==> config.mk <==
export PLATFORM = sky130hd
export DESIGN_NAME = amc_ctrl
export DESIGN_NICKNAME = d
export VERILOG_FILES = /design/src/rtl/core/amc_pkg.sv /design/src/rtl/core/amc_ctrl.sv
export SDC_FILE = /design/constraint.sdc
export NUM_CORES = 1
export LEC_CHECK = 0
export BUFFER_PORTS_ARGS = -buffer_cell sky130_fd_sc_hd__clkbuf_2
export CAP_MARGIN = 5
export CORE_MARGIN = 2
export CORE_UTILIZATION = 53
export CTS_CLUSTER_SIZE = 24
export DETAILED_ROUTE_END_ITERATION = 8
export PLACE_DENSITY_LB_ADDON = 0.05
export REMOVE_ABC_BUFFERS = 1
export SLEW_MARGIN = 30
export SYNTH_ARGS = -nofsm -noshare
export SYNTH_HDL_FRONTEND = slang
export SYNTH_SLANG_ARGS = --single-unit
==> constraint.sdc <==
create_clock -name i_clk -period 3 [get_ports i_clk]
set_clock_uncertainty 0.05 [all_clocks]
set_input_delay 0.75 -clock i_clk [delete_from_list [all_inputs] [get_ports i_clk]]
set_output_delay 0.75 -clock i_clk [all_outputs]
set_load 0.05 [all_outputs]
==> src/rtl/core/amc_pkg.sv <==
`timescale 1ns / 1ps
// Shared widths, constants and types for the amicable number checker.
// No dependencies; every other file in rtl/core refers to this package.
package amc_pkg;

    // Width of the candidate value.
    localparam int VALUE_BITS = 15;
    // Width of the reported divisor sum.
    localparam int SUM_BITS   = 17;
    // Working width: wide enough for any candidate and any reported sum.
    localparam int X_BITS     = (VALUE_BITS > SUM_BITS) ? VALUE_BITS : SUM_BITS;
    // Counter width for the remainder steps (holds X_BITS itself).
    localparam int CNT_BITS   = $clog2(X_BITS + 1);

    localparam logic [SUM_BITS-1:0] SUM_MAX   = {SUM_BITS{1'b1}};
    localparam logic [X_BITS-1:0]   SUM_MAX_X = X_BITS'(SUM_MAX);

    // Request into the shared remainder unit.
    typedef struct packed {
        logic              start;
        logic [X_BITS-1:0] dividend;
        logic [X_BITS-1:0] divisor;
    } t_rem_req;

    // Response from the shared remainder unit.
    typedef struct packed {
        logic done;
        logic zero;
    } t_rem_rsp;

    typedef enum logic [2:0] {
        ST_IDLE,
        ST_CHECK,
        ST_WAIT,
        ST_PASS_END,
        ST_DELIVER
    } t_state;

endpackage

==> src/rtl/core/amc_ctrl.sv <==
`timescale 1ns / 1ps
// Sequencer: walks the trial divisors of both passes, accumulates divisor sums
// and holds the result beat. Depends on amc_pkg; drives amc_rem_unit.
module amc_ctrl (
    input  logic                           i_clk,
    input  logic                           i_rst_n,
    input  logic                           i_valid,
    output logic                           o_ready,
    input  logic [amc_pkg::VALUE_BITS-1:0] i_candidate,
    output logic                           o_valid,
    input  logic                           i_ready,
    output logic [amc_pkg::SUM_BITS-1:0]   o_divisor_sum,
    output logic                           o_is_amicable,
    output amc_pkg::t_rem_req              o_req,
    input  amc_pkg::t_rem_rsp              i_rsp
);

    amc_pkg::t_state r_state, n_state;

    logic                           r_pass, n_pass;
    logic [amc_pkg::VALUE_BITS-1:0] r_a, n_a;
    logic [amc_pkg::X_BITS-1:0]     r_x, n_x;
    logic [amc_pkg::X_BITS-1:0]     r_i, n_i;
    logic [amc_pkg::X_BITS-1:0]     r_acc, n_acc;
    logic                           r_ovf, n_ovf;
    logic [amc_pkg::SUM_BITS-1:0]   r_b, n_b;
    logic                           r_sat, n_sat;
    logic                           r_out_valid, n_out_valid;
    logic [amc_pkg::SUM_BITS-1:0]   r_out_sum, n_out_sum;
    logic                           r_out_amic, n_out_amic;

    logic                           in_beat;
    logic                           out_free;
    logic                           trials_done;
    logic [amc_pkg::X_BITS:0]       acc_sum;
    logic                           pass1_sat;
    logic [amc_pkg::X_BITS-1:0]     a_ext;
    logic                           amic;

    assign in_beat     = i_valid && (r_state == amc_pkg::ST_IDLE);
    assign out_free    = !r_out_valid || i_ready;
    assign trials_done = (r_i > (r_x >> 1));
    assign acc_sum     = {1'b0, r_acc} + {1'b0, r_i};
    assign pass1_sat   = r_ovf || (r_acc > amc_pkg::SUM_MAX_X);
    assign a_ext       = amc_pkg::X_BITS'(r_a);
    assign amic        = !r_sat && !r_ovf && (r_acc == a_ext)
                         && (a_ext != amc_pkg::X_BITS'(r_b));

    // Next state
    always_comb begin
        n_state = r_state;
        unique case (r_state)
            amc_pkg::ST_IDLE: begin
                if (i_valid) n_state = amc_pkg::ST_CHECK;
            end
            amc_pkg::ST_CHECK: begin
                n_state = trials_done ? amc_pkg::ST_PASS_END : amc_pkg::ST_WAIT;
            end
            amc_pkg::ST_WAIT: begin
                if (i_rsp.done) n_state = amc_pkg::ST_CHECK;
            end
            amc_pkg::ST_PASS_END: begin
                n_state = r_pass ? amc_pkg::ST_DELIVER : amc_pkg::ST_CHECK;
            end
            amc_pkg::ST_DELIVER: begin
                if (out_free) n_state = amc_pkg::ST_IDLE;
            end
            default: n_state = amc_pkg::ST_IDLE;
        endcase
    end

    // Outputs toward the input channel and the remainder unit
    always_comb begin
        o_ready        = (r_state == amc_pkg::ST_IDLE);
        o_req.start    = (r_state == amc_pkg::ST_CHECK) && !trials_done;
        o_req.dividend = r_x;
        o_req.divisor  = r_i;
    end

    // Datapath next values
    always_comb begin
        n_pass      = r_pass;
        n_a         = r_a;
        n_x         = r_x;
        n_i         = r_i;
        n_acc       = r_acc;
        n_ovf       = r_ovf;
        n_b         = r_b;
        n_sat       = r_sat;
        n_out_valid = r_out_valid;
        n_out_sum   = r_out_sum;
        n_out_amic  = r_out_amic;

        // Drop the result beat once it is taken.
        if (r_out_valid && i_ready) n_out_valid = 1'b0;

        unique case (r_state)
            amc_pkg::ST_IDLE: begin
                if (in_beat) begin
                    n_pass = 1'b0;
                    n_a    = i_candidate;
                    n_x    = amc_pkg::X_BITS'(i_candidate);
                    n_i    = amc_pkg::X_BITS'(1);
                    n_acc  = '0;
                    n_ovf  = 1'b0;
                end
            end
            amc_pkg::ST_WAIT: begin
                if (i_rsp.done) begin
                    if (i_rsp.zero) begin
                        n_acc = acc_sum[amc_pkg::X_BITS-1:0];
                        if (acc_sum[amc_pkg::X_BITS]) n_ovf = 1'b1;
                    end
                    n_i = r_i + 1'b1;
                end
            end
            amc_pkg::ST_PASS_END: begin
                if (!r_pass) begin
                    // Clamp the first sum, then sum its divisors.
                    n_sat  = pass1_sat;
                    n_b    = pass1_sat ? amc_pkg::SUM_MAX : r_acc[amc_pkg::SUM_BITS-1:0];
                    n_x    = pass1_sat ? amc_pkg::SUM_MAX_X : r_acc;
                    n_pass = 1'b1;
                    n_i    = amc_pkg::X_BITS'(1);
                    n_acc  = '0;
                    n_ovf  = 1'b0;
                end
            end
            amc_pkg::ST_DELIVER: begin
                if (out_free) begin
                    n_out_valid = 1'b1;
                    n_out_sum   = r_b;
                    n_out_amic  = amic;
                end
            end
            default: begin
            end
        endcase
    end

    always_ff @(posedge i_clk) begin
        if (!i_rst_n) begin
            r_state     <= amc_pkg::ST_IDLE;
            r_out_valid <= 1'b0;
        end else begin
            r_state     <= n_state;
            r_out_valid <= n_out_valid;
        end
    end

    always_ff @(posedge i_clk) begin
        r_pass     <= n_pass;
        r_a        <= n_a;
        r_x        <= n_x;
        r_i        <= n_i;
        r_acc      <= n_acc;
        r_ovf      <= n_ovf;
        r_b        <= n_b;
        r_sat      <= n_sat;
        r_out_sum  <= n_out_sum;
        r_out_amic <= n_out_amic;
    end

    assign o_valid       = r_out_valid;
    assign o_divisor_sum = r_out_sum;
    assign o_is_amicable = r_out_amic;

endmodule

-- After elaboration in Yosys (flattened, before gate mapping)
Index checks and enable logic that the tools add are counted.
- $add $sub $neg: 2
- $lt $le $gt $ge: 2
- equal/unequal tests: 13
- mux-type cells: 29
- bitwise gates (word level): 1
- reduce and logical (&&, ||, !) cells: 24
- operators with widths (kind ; count):
    two-way mux 17 bit ; 10
    one-hot mux 17 bit (3 select lines) ; 2
    one-hot mux 17 bit (2 select lines) ; 1
    adder 17 x 17 -> 18 bit ; 1
    adder 17 x 1 -> 17 bit, second input constant ; 1
    == test 17 x 15 -> 1 bit ; 1
    greater-than comparator 17 x 16 -> 1 bit ; 1
    greater-than comparator 17 bit, second input constant ; 1
    != test 15 x 17 -> 1 bit ; 1
    one-hot mux 3 bit (5 select lines) ; 1
    two-way mux 3 bit ; 4
    != test 2 bit, second input constant ; 6
    two-way mux 1 bit ; 9
    AND reduction 2 bit ; 4
    == test 3 x 2 -> 1 bit, second input constant ; 2
    logical AND 1 bit ; 6
    AND reduction 3 bit ; 2
    AND reduction 6 bit ; 1
    AND reduction 5 bit ; 1
    zero test 1 bit ; 4
    AND reduction 4 bit ; 1
    == test 3 x 1 -> 1 bit, second input constant ; 1
    == test 3 bit, second input constant ; 1
    zero test 3 bit ; 1
    7 further kinds ; 8
- bits in registers: 108

-- Logic depth before layout (Yosys ltp)
- word-level depth: 5
- depth in mapped cells: 8
- mapped depth without buffers: 8

-- Least setup slack after synthesis
No wires, ideal clock.
- kind: flip-flop to flip-flop
- start point: reg r_state[2]
- end point: reg r_x[0] in the netlist's numbering (enable)
- data arrival time: 3.109 ns
- slack: -0.577 ns
- cell stages (with the launch flop): 5
- period minus slack after synthesis: 3.577 ns
- path through: dfxtp_1 -> clkbuf_1 -> nor3_1 -> nor2_1 -> a211oi_1
- word-level cells in the longest chain between the ends: 4
- elaborated cells between the ends (all ways): 7
- RTL lines (item ; line ; RTL):
    start, declared ; amc_ctrl.sv:18 ; amc_pkg::t_state r_state, n_state;
    start signal, assigned ; amc_ctrl.sv:143 ; r_state <= amc_pkg::ST_IDLE;
    start signal, assigned ; amc_ctrl.sv:146 ; r_state <= n_state;
    zero test 3 bit (*) ; - ;
    via o_ready ; amc_ctrl.sv:8 ; output logic o_ready,
    logical AND 1 bit ; amc_ctrl.sv:40 ; assign in_beat = i_valid && (r_state == amc_pkg::ST_IDLE);
    != test 2 x 1 -> 1 bit (no source line) ; - ;
    AND reduction 3 bit (no source line) (*) ; - ;
    end signal, assigned ; amc_ctrl.sv:154 ; r_x <= n_x;
    end, declared ; amc_ctrl.sv:22 ; logic [amc_pkg::X_BITS-1:0] r_x, n_x;
The timed path passes the listed nets; every way through them passes the cells marked *.
A chain may end at the register's enable or synchronous reset.

==> impl_metrics.py <==
metrics = {
    "pwr": {
        "swShare_pct": 43.79,
        "p_per_area_nw_per_um2": 888.1,
        "p_clk_share_pct": 13.9,
        "ir_worst_vdd_uv": 458.8,
        "finalPower_mw": 6.067,
        "p_switching_mw": 2.657,
        "leakagePower_nw": 2.657,
        "seqPwrFrac_pct": 38.8,
        "internal_power_mw": 3.410,
        "p_comb_share_pct": 47.3,
    },
    "worst_setup_path": {
        "cpPeakStageDelay_ns": 0.43,
        "crit_required_ns": 2.20,
        "critical_path_peak_fanout": 2,
        "endpoint_kind": "output port",
        "endpoint": "o_req[34]",
        "crit_start": "r_x[7]",
        "r2r_cells": 9,
        "crit_type": "flop to output port",
        "crit_chain": "inv_2 -> ha_4 -> a211oi_2 -> nor2_1 -> a2111oi_4 -> o31ai_1 -> a21oi_1 -> nor2b_4 -> buf_12",
        "slowest_stage": "edfxtp_1",
        "reg2reg_setup_slack_ns": 0.45,
        "regToRegStartpoint": "r_i[0]",
        "r2r_end": "r_acc[14]",
        "crit_arrival_ns": 2.41,
        "cp-start-kind": "flop",
    },
    "logic_synthesis": {
        "synth-compound-area-share_pct": 9.052,
        "ys_seq_elements": 108,
        "synth.avg_cell_area_sq_um": 12.43,
        "synthSimpleGateAreaFrac_pct": 14.32,
        "synth.most_common_cell": "edfxtp_1",
        "syn_inst": 466,
        "synth_top_cell_area_share_pct": 53.92,
        "synth_top_family_by_area": "simple AND/OR/NAND/NOR gates",
        "synth_cell_types": 55,
        "synth_top_area_cell": "edfxtp_1",
        "synth_async_sr_flop_share_pct": 0,
        "synth_xor_area_share_pct": 8.166,
        "synthFlopType": "edfxtp_1",
        "synth_seq_area_share_pct": 55.30,
        "synthTopCellsByArea": "edfxtp_1 (54%), ha_1 (7.3%), xnor2_1 (4.7%), xor2_1 (3.5%), mux2_2 (2.9%)",
        "synth_commonest_cells": "edfxtp_1 (104), nor2_1 (42), ha_1 (34), xnor2_1 (31)",
        "syn_area_sq_um": 5792,
        "synth.area.mux_share_pct": 3.089,
        "synthAdderAreaFrac_pct": 7.691,
        "yosys_warnings": 0,
        "synth_edf_count": 104,
    },
    "timing": {
        "hold_slack_ns": 0.4169,
        "max_freq_ghz": 0.3111,
        "period_needed_ns": 3.214,
        "worstMarginPinSlew_ns": 0.7826,
        "maxSlewViolCount": 0,
        "rsz0062_at_grt": "true",
        "setup_ws_ns": -0.2144,
        "report.final.hold_viol_count": 0,
        "post-route-period-util_pct": 107.1,
        "setup_viol": 1,
        "max_slew_margin_pct": 47.82,
    },
    "clock_tree": {
        "root_buffer": "clkbuf_8",
        "cts.clk_slew.worst_paths_ns": 0.11,
        "htreeDepth": 3,
        "clockBufferDepth": 2,
        "cts_tree": "yes",
        "clkSinkCount": 108,
        "clock_latency_ns": 0.37,
        "cts_made_buffers": 9,
    },
    "floorplanning": {
        "initial_core_util_pct": 53.90,
        "rows": 38,
        "io_pins": 76,
        "coreArea_sq_um": 10750,
        "die_y_um": 108.5,
        "die_area_sq_um": 11780,
        "die_x_um": 108.5,
    },
    "layout": {
        "drive_above_1_share_pct": 33.91,
        "antenna_cells": 0,
        "multiInputGateArea_sq_um": 2565,
        "nFillCells": 882,
        "regArea_sq_um": 3203,
        "fin_nets": 626,
        "area.growth.synth_to_final_pct": 17.95,
        "utilization_pct": 63.58,
    },
    "detailed_routing": {
        "drc_errors": 0,
        "drtPass1Iterations": 4,
        "viasPerCell": 5.575,
        "wire_per_inst_um": 19.05,
        "finalWirelength_um": 13620,
        "drtAntennaViolNets": 0,
        "drt_iter0_drc": 159,
        "num_vias": 3986,
    },
    "min_path": {
        "hold_path_class": "flop to flop",
    },
    "placed_design": {
        "place_congestion": 0.8374,
        "port_buffers": 75,
        "place_hpwl_um": 10290,
        "post-place-ws_ns": 0.005937,
    },
    "global_route": {
        "grt_pass1_vias": 3906,
        "track_usage_pct": 24.00,
        "grt_pass1_wl_um": 20840,
        "antenna_found_initial": 0,
        "grt_overflow_total": 0,
        "grt_start_max_net_pins": 32,
    },
    "run": {
        "drv_cap": 0,
    },
    "run_status": {
        "failed_checks": "negative setup slack",
        "status": "complete, but fails checks",
    },
}
[layout make-up]
type	count	share of cell area [%]
Sequential cell	108	46.89
Inverter	23	1.264
Multi-Input combinational cell	323	37.55
Timing Repair Buffer	105	9.194
Tap cell	140	2.564
Clock buffer	9	1.813
Clock inverter	7	0.7326
[state kept, by name, summed over array words and instances (netlist names)]
signal / count
o_divisor_sum: 17
o_is_amicable: 1
o_valid: 1
r_a: 15
r_acc: 17
r_b: 17
r_i: 17
r_ovf: 1
r_pass: 1
r_sat: 1
r_state: 3
r_x: 17
[metrics by stage]
step                instances  cell area (sq um)  TNS, ns
floorplan                 454               5741   -8.585
global placement          693               6509        0
detailed placement        693               6509        0
CTS                       712               6738  -0.2306
global route              715               6832  -0.3078
finish                    715               6832  -0.2144
[placed cells by master, fill, tap and decap left out, types with 11 or more instances in the layout]
cell type,instances
a21oi_1,11
buf_4,29
clkbuf_2,74
edfxtp_1,104
ha_1,29
inv_1,19
mux2_2,15
nand2_1,19
nand4_1,13
nor2_1,42
or2_2,19
xnor2_1,31
xor2_1,23
[repair_timing]
item | CTS | global route
endpoints found under the setup margin | 1 | 1
setup buffers | 3 | 3
gates resized for setup | 6 | 14
pin swaps | 9 | 6
hold buffers | 0 | 0
[worst min path at each step]
stage / from / depth (start not counted) / slack [ns] / endpoint
4_1_cts: r_b[16] / 0 / 0.41 / o_divisor_sum[16]
5_1_grt: r_b[16] / 0 / 0.45 / o_divisor_sum[16]
3_5_place_dp: r_b[16] / 0 / 0.39 / o_divisor_sum[16]
2_1_floorplan: r_b[16] / 0 / 0.38 / o_divisor_sum[16]
6_report: r_b[16] / 0 / 0.42 / o_divisor_sum[16]
3_3_place_gp: r_b[16] / 0 / 0.39 / o_divisor_sum[16]
[cell families after synthesis]
group / count (synthesis)
XOR/XNOR: 54
AND/OR/NAND/NOR: 151
AO/OA/AOI/OAI: 67
adder cells (fa/ha/maj): 35
flip-flops: 108
multiplexers: 16
buffers and inverters: 35
[power by group through the flow]
stage          Combinational (mW)  Sequential [mW]  Clock (mW)
4_1_cts                      2.77             2.34       0.845
6_report                     2.87             2.35       0.842
2_1_floorplan                1.42             2.86           0
3_5_place_dp                 2.72             2.37           0
5_1_grt                      3.11             2.39       0.899
3_3_place_gp                 2.67             2.35           0
[metal layers]
metal	share of wire, %	GRT usage (%)
met5	0	0
met4	2.0	8.791
met3	5.0	3.436
met2	48	38.57
met1	45	33.29
[worst max-delay path, delay by kind of cell (launching register included)]
kind	cells	cell delay [ns]
DFF	1	0.43
and+or+nand+nor	2	0.29
adders and majority gates	1	0.21
buffers and inverters	2	0.23
AOI/OAI and AO/OA	4	0.87
(Power assumes the default switching activity.)
